## config.mk

```make
export PLATFORM = sky130hd
export DESIGN_NAME = associative_slot_allocator_top
export DESIGN_NICKNAME = d
export VERILOG_FILES = /design/src/rtl/core/asa_pkg.sv /design/src/rtl/core/associative_slot_allocator_top.sv
export SDC_FILE = /design/constraint.sdc
export NUM_CORES = 1
export LEC_CHECK = 0
export ABC_CLOCK_PERIOD_IN_PS = 6150
export BUFFER_PORTS_ARGS = -buffer_cell sky130_fd_sc_hd__buf_4
export CORE_UTILIZATION = 61
export DETAILED_ROUTE_END_ITERATION = 10
export GPL_ROUTABILITY_DRIVEN = 0
export MAX_ROUTING_LAYER = met4
export PLACE_DENSITY = 0.8
export SETUP_SLACK_MARGIN = 0.05
export SLEW_MARGIN = 20
export SYNTH_ARGS = -nofsm -noshare
export SYNTH_HDL_FRONTEND = slang
export SYNTH_SLANG_ARGS = --single-unit
export TNS_END_PERCENT = 30
```

## constraint.sdc

```tcl
create_clock -name clk -period 6.15 [get_ports clk]
set_input_delay 0.3075 -clock clk [delete_from_list [all_inputs] [get_ports clk]]
set_output_delay 0.3075 -clock clk [all_outputs]
set_load 0.02 [all_outputs]
```

## src/rtl/core/asa_pkg.sv

```systemverilog
package asa_pkg;

	// Default table geometry
	localparam int unsigned SLOTS_DEF    = 8;
	localparam int unsigned KEY_BITS_DEF = 16;

	// Fixed field widths on the stream ports
	localparam int unsigned OP_W     = 2;
	localparam int unsigned KEY_W    = 16;
	localparam int unsigned STATUS_W = 3;
	localparam int unsigned SLOT_W   = 3;
	localparam int unsigned SPILL_W  = 32;

	localparam int unsigned IN_DATA_W  = 16;
	localparam int unsigned OUT_DATA_W = 40;

	localparam logic [SPILL_W-1:0] SPILL_MAX = '1;

	// Request codes
	localparam logic [OP_W-1:0] OP_ALLOC   = 2'd0;
	localparam logic [OP_W-1:0] OP_RELEASE = 2'd1;
	localparam logic [OP_W-1:0] OP_LOOKUP  = 2'd2;

	// Result codes
	localparam logic [STATUS_W-1:0] ST_HELD      = 3'd0;
	localparam logic [STATUS_W-1:0] ST_TAKEN     = 3'd1;
	localparam logic [STATUS_W-1:0] ST_MISS      = 3'd2;
	localparam logic [STATUS_W-1:0] ST_FREED     = 3'd3;
	localparam logic [STATUS_W-1:0] ST_FREE_MISS = 3'd4;

endpackage

```

## src/rtl/core/associative_slot_allocator_top.sv

```systemverilog
// Path from input transaction to result: input register, then result register.
// Throughput: one transaction per cycle while the result stream is not stalled; the key compare
// across all slots and the lowest-free-slot pick are done in one pass between the two registers.
// Reset (arst_n low, asynchronous): all slots free, spill counter zero, both stages empty.
// Slot keys are not reset; a key is only compared while its slot is in use.
module associative_slot_allocator_top
	import asa_pkg::*;
#(
	parameter int unsigned SLOTS    = SLOTS_DEF,
	parameter int unsigned KEY_BITS = KEY_BITS_DEF
) (
	input  logic                  clk,
	input  logic                  arst_n,
	input  logic                  s_axis_tvalid,
	output logic                  s_axis_tready,
	input  logic [IN_DATA_W-1:0]  s_axis_tdata,   // key[15:0]
	input  logic [OP_W-1:0]       s_axis_tuser,   // op[1:0]
	output logic                  m_axis_tvalid,
	input  logic                  m_axis_tready,
	output logic [OUT_DATA_W-1:0] m_axis_tdata,   // slot_index[2:0], spill_total[34:3], zero pad
	output logic [STATUS_W-1:0]   m_axis_tuser    // status[2:0]
);

	localparam int unsigned IDX_W = (SLOTS > 1) ? $clog2(SLOTS) : 1;
	localparam int unsigned KX_W  = (KEY_BITS > KEY_W) ? KEY_BITS : KEY_W;
	localparam int unsigned IX_W  = (IDX_W > SLOT_W) ? IDX_W : SLOT_W;

	// Input stage
	logic                 valid_s1;
	logic [OP_W-1:0]      op_s1;
	logic [KEY_W-1:0]     key_s1;

	// Table
	logic [SLOTS-1:0]     used_q;
	logic [KEY_BITS-1:0]  slot_key_q [SLOTS];
	logic [SPILL_W-1:0]   spill_q;

	// Result stage
	logic                 valid_s2;
	logic [STATUS_W-1:0]  status_s2;
	logic [SLOT_W-1:0]    slot_s2;
	logic [SPILL_W-1:0]   spill_s2;

	logic                 advance;
	logic [KX_W-1:0]      key_ext;
	logic [KEY_BITS-1:0]  key_k;
	logic [SLOTS-1:0]     hit_vec;
	logic [SLOTS-1:0]     free_vec;
	logic [SLOTS-1:0]     hit_one;
	logic [SLOTS-1:0]     free_one;
	logic [IDX_W-1:0]     hit_idx;
	logic [IDX_W-1:0]     free_idx;
	logic                 any_hit;
	logic                 any_free;
	logic [SLOTS-1:0]     set_vec;
	logic [SLOTS-1:0]     clr_vec;
	logic                 spill_inc;
	logic [STATUS_W-1:0]  status_c;
	logic [IDX_W-1:0]     idx_c;
	logic [IX_W-1:0]      idx_ext;
	logic [SPILL_W-1:0]   spill_c;

	// Move the input stage forward when the result register is free or being drained
	assign advance       = valid_s1 && (!valid_s2 || m_axis_tready);
	assign s_axis_tready = !valid_s1 || advance;

	// Fit the incoming key to the table key width
	assign key_ext = KX_W'(key_s1);
	assign key_k   = key_ext[KEY_BITS-1:0];

	// Compare the key against every used slot
	always_comb begin
		for (int i = 0; i < SLOTS; i++) begin
			hit_vec[i] = used_q[i] && (slot_key_q[i] == key_k);
		end
	end

	assign free_vec = ~used_q;
	assign any_hit  = |hit_vec;
	assign any_free = |free_vec;

	// Isolate the lowest set bit of each vector
	assign hit_one  = hit_vec & (~hit_vec + SLOTS'(1));
	assign free_one = free_vec & (~free_vec + SLOTS'(1));

	// Encode the one-hot picks
	always_comb begin
		hit_idx  = '0;
		free_idx = '0;
		for (int i = 0; i < SLOTS; i++) begin
			if (hit_one[i]) begin
				hit_idx = hit_idx | IDX_W'(i);
			end
			if (free_one[i]) begin
				free_idx = free_idx | IDX_W'(i);
			end
		end
	end

	// Decide the outcome of the request in the input stage
	always_comb begin
		status_c  = ST_MISS;
		idx_c     = '0;
		set_vec   = '0;
		clr_vec   = '0;
		spill_inc = 1'b0;
		case (op_s1)
			OP_ALLOC: begin
				if (any_hit) begin
					status_c = ST_HELD;
					idx_c    = hit_idx;
				end else if (any_free) begin
					status_c = ST_TAKEN;
					idx_c    = free_idx;
					set_vec  = free_one;
				end else begin
					spill_inc = 1'b1;
				end
			end
			OP_RELEASE: begin
				if (any_hit) begin
					status_c = ST_FREED;
					idx_c    = hit_idx;
					clr_vec  = hit_one;
				end else begin
					status_c = ST_FREE_MISS;
				end
			end
			default: begin
				if (any_hit) begin
					status_c = ST_HELD;
					idx_c    = hit_idx;
				end
			end
		endcase
	end

	assign idx_ext = IX_W'(idx_c);
	assign spill_c = (spill_inc && (spill_q != SPILL_MAX)) ? spill_q + SPILL_W'(1) : spill_q;

	// Control state: stage valids, used flags, spill counter
	always_ff @(posedge clk or negedge arst_n) begin
		if (!arst_n) begin
			valid_s1 <= 1'b0;
			valid_s2 <= 1'b0;
			used_q   <= '0;
			spill_q  <= '0;
		end else begin
			if (s_axis_tready) begin
				valid_s1 <= s_axis_tvalid;
			end
			if (advance) begin
				valid_s2 <= 1'b1;
			end else if (m_axis_tready) begin
				valid_s2 <= 1'b0;
			end
			if (advance) begin
				used_q  <= (used_q | set_vec) & ~clr_vec;
				spill_q <= spill_c;
			end
		end
	end

	// Payload: capture request, write new key, hold result
	always_ff @(posedge clk) begin
		if (s_axis_tready && s_axis_tvalid) begin
			op_s1  <= s_axis_tuser;
			key_s1 <= s_axis_tdata;
		end
		if (advance) begin
			for (int i = 0; i < SLOTS; i++) begin
				if (set_vec[i]) begin
					slot_key_q[i] <= key_k;
				end
			end
			status_s2 <= status_c;
			slot_s2   <= idx_ext[SLOT_W-1:0];
			spill_s2  <= spill_c;
		end
	end

	// Drive the result stream
	assign m_axis_tvalid = valid_s2;
	assign m_axis_tuser  = status_s2;
	assign m_axis_tdata  = {(OUT_DATA_W - SLOT_W - SPILL_W)'(0), spill_s2, slot_s2};

endmodule

```

==> flow_summary.json <==
{
  "netSwitchingPower_mw": 0.740,
  "num_vias": 6104,
  "start_util": 0.633,
  "drt_iter0_markers": 442,
  "ant_nets": 0,
  "path_buf_inv": 1,
  "crit_path_cell_trace": "xor2_1, nor4_1, nand2_1, nor4_2, nor4_2, and3_1, buf_4, and3_1, and3_1",
  "cts_setup_buffers": 0,
  "die_area_um2": 17200,
  "sw_frac_of_total": 0.223,
  "cts_hold_buf": 20,
  "worst_hold_path_type": "primary input to flop",
  "htree_levels": 1,
  "synth_top_family_by_area": "XOR/XNOR gates",
  "yosys.area.top_type": "edfxtp_1",
  "worstPathRequired_ns": 6.28,
  "multi_input_area_um2": 3380,
  "slew_headroom": 0.274,
  "fin_crit_sh": 0.717,
  "grt_usage": 0.251,
  "dp.cells": 992,
  "wl_per_cell_um": 19.3,
  "gr-total-overflow": 0,
  "cts_resized": 0,
  "yosys-top-cells-area": "edfxtp_1 (54%), dfrtp_1 (10%), xor2_1 (8.7%)",
  "clock_path_buffers": 3,
  "fillCellCount": 1095,
  "pre_cts_slack_ns": 1.78,
  "netlist_instances": 742,
  "worstPathArrival_ns": 4.54,
  "totalWireLength_mm": 20.3,
  "drv_slew": 0,
  "synthAdderAreaFrac": 0.00123,
  "power_mw": 3.31,
  "synth.top_cell.area_share": 0.542,
  "io_pins": 67,
  "async_reset_ff_frac": 0.186,
  "worstSetupEndpointType": "flop",
  "synth_edf_count": 184,
  "cp_common_cell": "and3_1",
  "finalSetupTns_ns": 0,
  "critPathMaxStageDelay_ns": 0.75,
  "critPathLaunchType": "flop",
  "dp_hpwl_mm": 13.0,
  "worst_slew_pin_slew_ns": 1.09,
  "grt_max_degree": 62,
  "pwr-share-comb": 0.060,
  "coreArea_um2": 16100,
  "ys_ff_latch": 226,
  "stdcell_count": 1054,
  "power_density_nw_per_um2": 284,
  "pwr-share-seq": 0.536,
  "synth-main-ff-cell": "edfxtp_1",
  "synth_area_um2": 10200,
  "crit_type": "flop to flop",
  "critPathMaxFanout": 22,
  "hold_viol": 0,
  "cts_root_buffer": "clkbuf_16",
  "grt_setup_unrepaired": "false",
  "cts_made_buffers": 24,
  "yosysUniqueCellTypes": 49,
  "synth-simple-area-share": 0.144,
  "p_clk_frac": 0.405,
  "syn2layout_area_growth_pct": 14.5,
  "port_buffers": 61,
  "clock_latency_ns": 0.51,
  "slowest_stage": "edfxtp_1",
  "clk_pin_slew_ns": 0.06,
  "setup_viol": 0,
  "first_global_vias": 6104,
  "ir_worst_vdd_v": 0.000237,
  "synthMuxAreaShare": 0.00319,
  "cts_tree": "done",
  "clock-sinks": 226,
  "cp_top_family": "simple AND/OR/NAND/NOR gates",
  "avgSynthCellArea_um2": 13.7,
  "die_x_um": 131,
  "fin_crit_ns": 4.41,
  "n_antenna_cell": 0,
  "final-seq-area_um2": 6580,
  "max_freq_ghz": 0.227,
  "fin_ws_ns": 1.74,
  "antenna_found_initial": 0,
  "maxCapViolCount": 0,
  "synth_xor_area_frac": 0.163,
  "row_count": 46,
  "yosysSeqAreaShare": 0.645,
  "internal_power_mw": 2.58,
  "final_layout_size_suffix_gt1_frac": 0.148,
  "final_nets": 845,
  "finalClockSkew_ns": 0.0123,
  "yosys_warnings": 0,
  "p_leak_nw": 4.26,
  "die_h_um": 131,
  "dr.pass1.iters": 5,
  "final_util": 0.724,
  "grt_pass1_wl_mm": 32.7,
  "status": "finished clean",
  "drc": 0,
  "routed_via_density": 5.79,
  "synth_compound_area_frac": 0.0151
}
worst reg2reg max path, stage by stage, from the launching register on:
cell and delay (ns):
edfxtp_1 0.75, xor2_1 0.39, nor4_1 0.11, nand2_1 0.17
nor4_2 0.10, nor4_2 0.54, and3_1 0.68, buf_4 0.35
and3_1 0.22, and3_1 0.71
registers in the layout, indices dropped and copies added (netlist names):
signal	cells
spill_s2	32
slot_key_q	128
slot_s2	3
key_ext	16
m_axis_tvalid	1
m_axis_tuser	3
spill_q	32
used_q	8
op_s1	2
valid_s1	1
worst paths after layout:
path                                       from                     endpoint  slack (ns)  cells past startpoint
hold reg to reg            valid_s1$_DFFE_PN0N_    m_axis_tvalid$_DFFE_PN0P_        0.51                      1
setup / recovery           key_ext[6]$_DFFE_PP_  slot_key_q[0][59]$_DFFE_PP_        1.74                      9
hold / removal                    m_axis_tready    m_axis_tvalid$_DFFE_PN0P_        0.10                      3
setup reg to reg           key_ext[6]$_DFFE_PP_  slot_key_q[0][59]$_DFFE_PP_        1.74                      9
max in group asynchronous                arst_n      spill_q[17]$_DFFE_PN0P_        5.42                      2
min in group asynchronous                arst_n      spill_q[16]$_DFFE_PN0P_        0.35                      2
power groups by stage:
stage / clock, mW / sequential [mW] / combinational, mW
floorplan: 0 / 1.78 / 0.132
global placement: 0 / 1.80 / 0.184
detailed placement: 0 / 1.81 / 0.187
CTS: 1.35 / 1.78 / 0.199
global route: 1.41 / 1.78 / 0.215
finish: 1.34 / 1.78 / 0.197
cell usage after synthesis (2+ instances only):
cell type	n
buf_6	9
nor3_1	23
a31oi_1	3
xnor2_1	89
edfxtp_1	184
and3_1	10
buf_2	6
clkbuf_1	4
nor3_2	2
a41oi_1	2
dfrtp_1	42
nor4_2	14
nor2_1	32
buf_4	15
nand4_1	18
nand2b_1	5
or3_1	3
nor4_1	29
nand3_2	2
o21ai_0	6
nor2b_1	3
and2_1	7
inv_1	5
and4_1	7
or4_1	3
a21oi_1	7
nand2_1	53
xor2_1	101
nand3_1	37
or3b_1	2
cell usage in the layout, fill, tap and decap left out, drive strengths merged, types with 10 or more instances in the layout:
cell type	instances
edfxtp	184
xor2	101
xnor2	89
buf	66
nand2	53
nor4	44
dfrtp	42
nand3	39
clkbuf	35
nor2	33
nor3	25
dlygate4sd3	20
nand4	19
and3	10
metal layers:
| layer | vias up | track usage | wire (µm) | share of wire |
|---|---|---|---|---|
| li1 | 2840 | - | - | - |
| met1 | 2980 | 0.317 | 8350 | 0.41 |
| met2 | 228 | 0.412 | 10200 | 0.50 |
| met3 | 56 | 0.0351 | 1010 | 0.050 |
| met4 | 0 | 0.103 | 822 | 0.040 |
| met5 | - | - | 0 | 0 |
cell families after synthesis:
kind of cell / count (synthesis)
compound gates: 24
xor+xnor: 190
fa+ha+maj: 1
buf+inv: 41
flops: 226
mux: 3
other cells: 1
simple gates: 256
per-stage QoR:
stage / area [µm²] / hold slack, ns
after floorplan: 10200 / 0.0119
after global placement: 10700 / 0.338
after detailed placement: 10700 / 0.347
after CTS: 11700 / 0.0923
after global routing: 11700 / 0.137
final: 11700 / 0.105
cell type report:
cell class | count | share of cell area
repair buffers | 86 | 0.0596
inverters | 5 | 0.00172
clock buffers | 35 | 0.0568
well taps | 216 | 0.0232
flip-flops and latches | 226 | 0.564
multi-input cells | 479 | 0.290
clock inverters | 7 | 0.00536
Note: power is estimated with default switching activity, not from simulation.
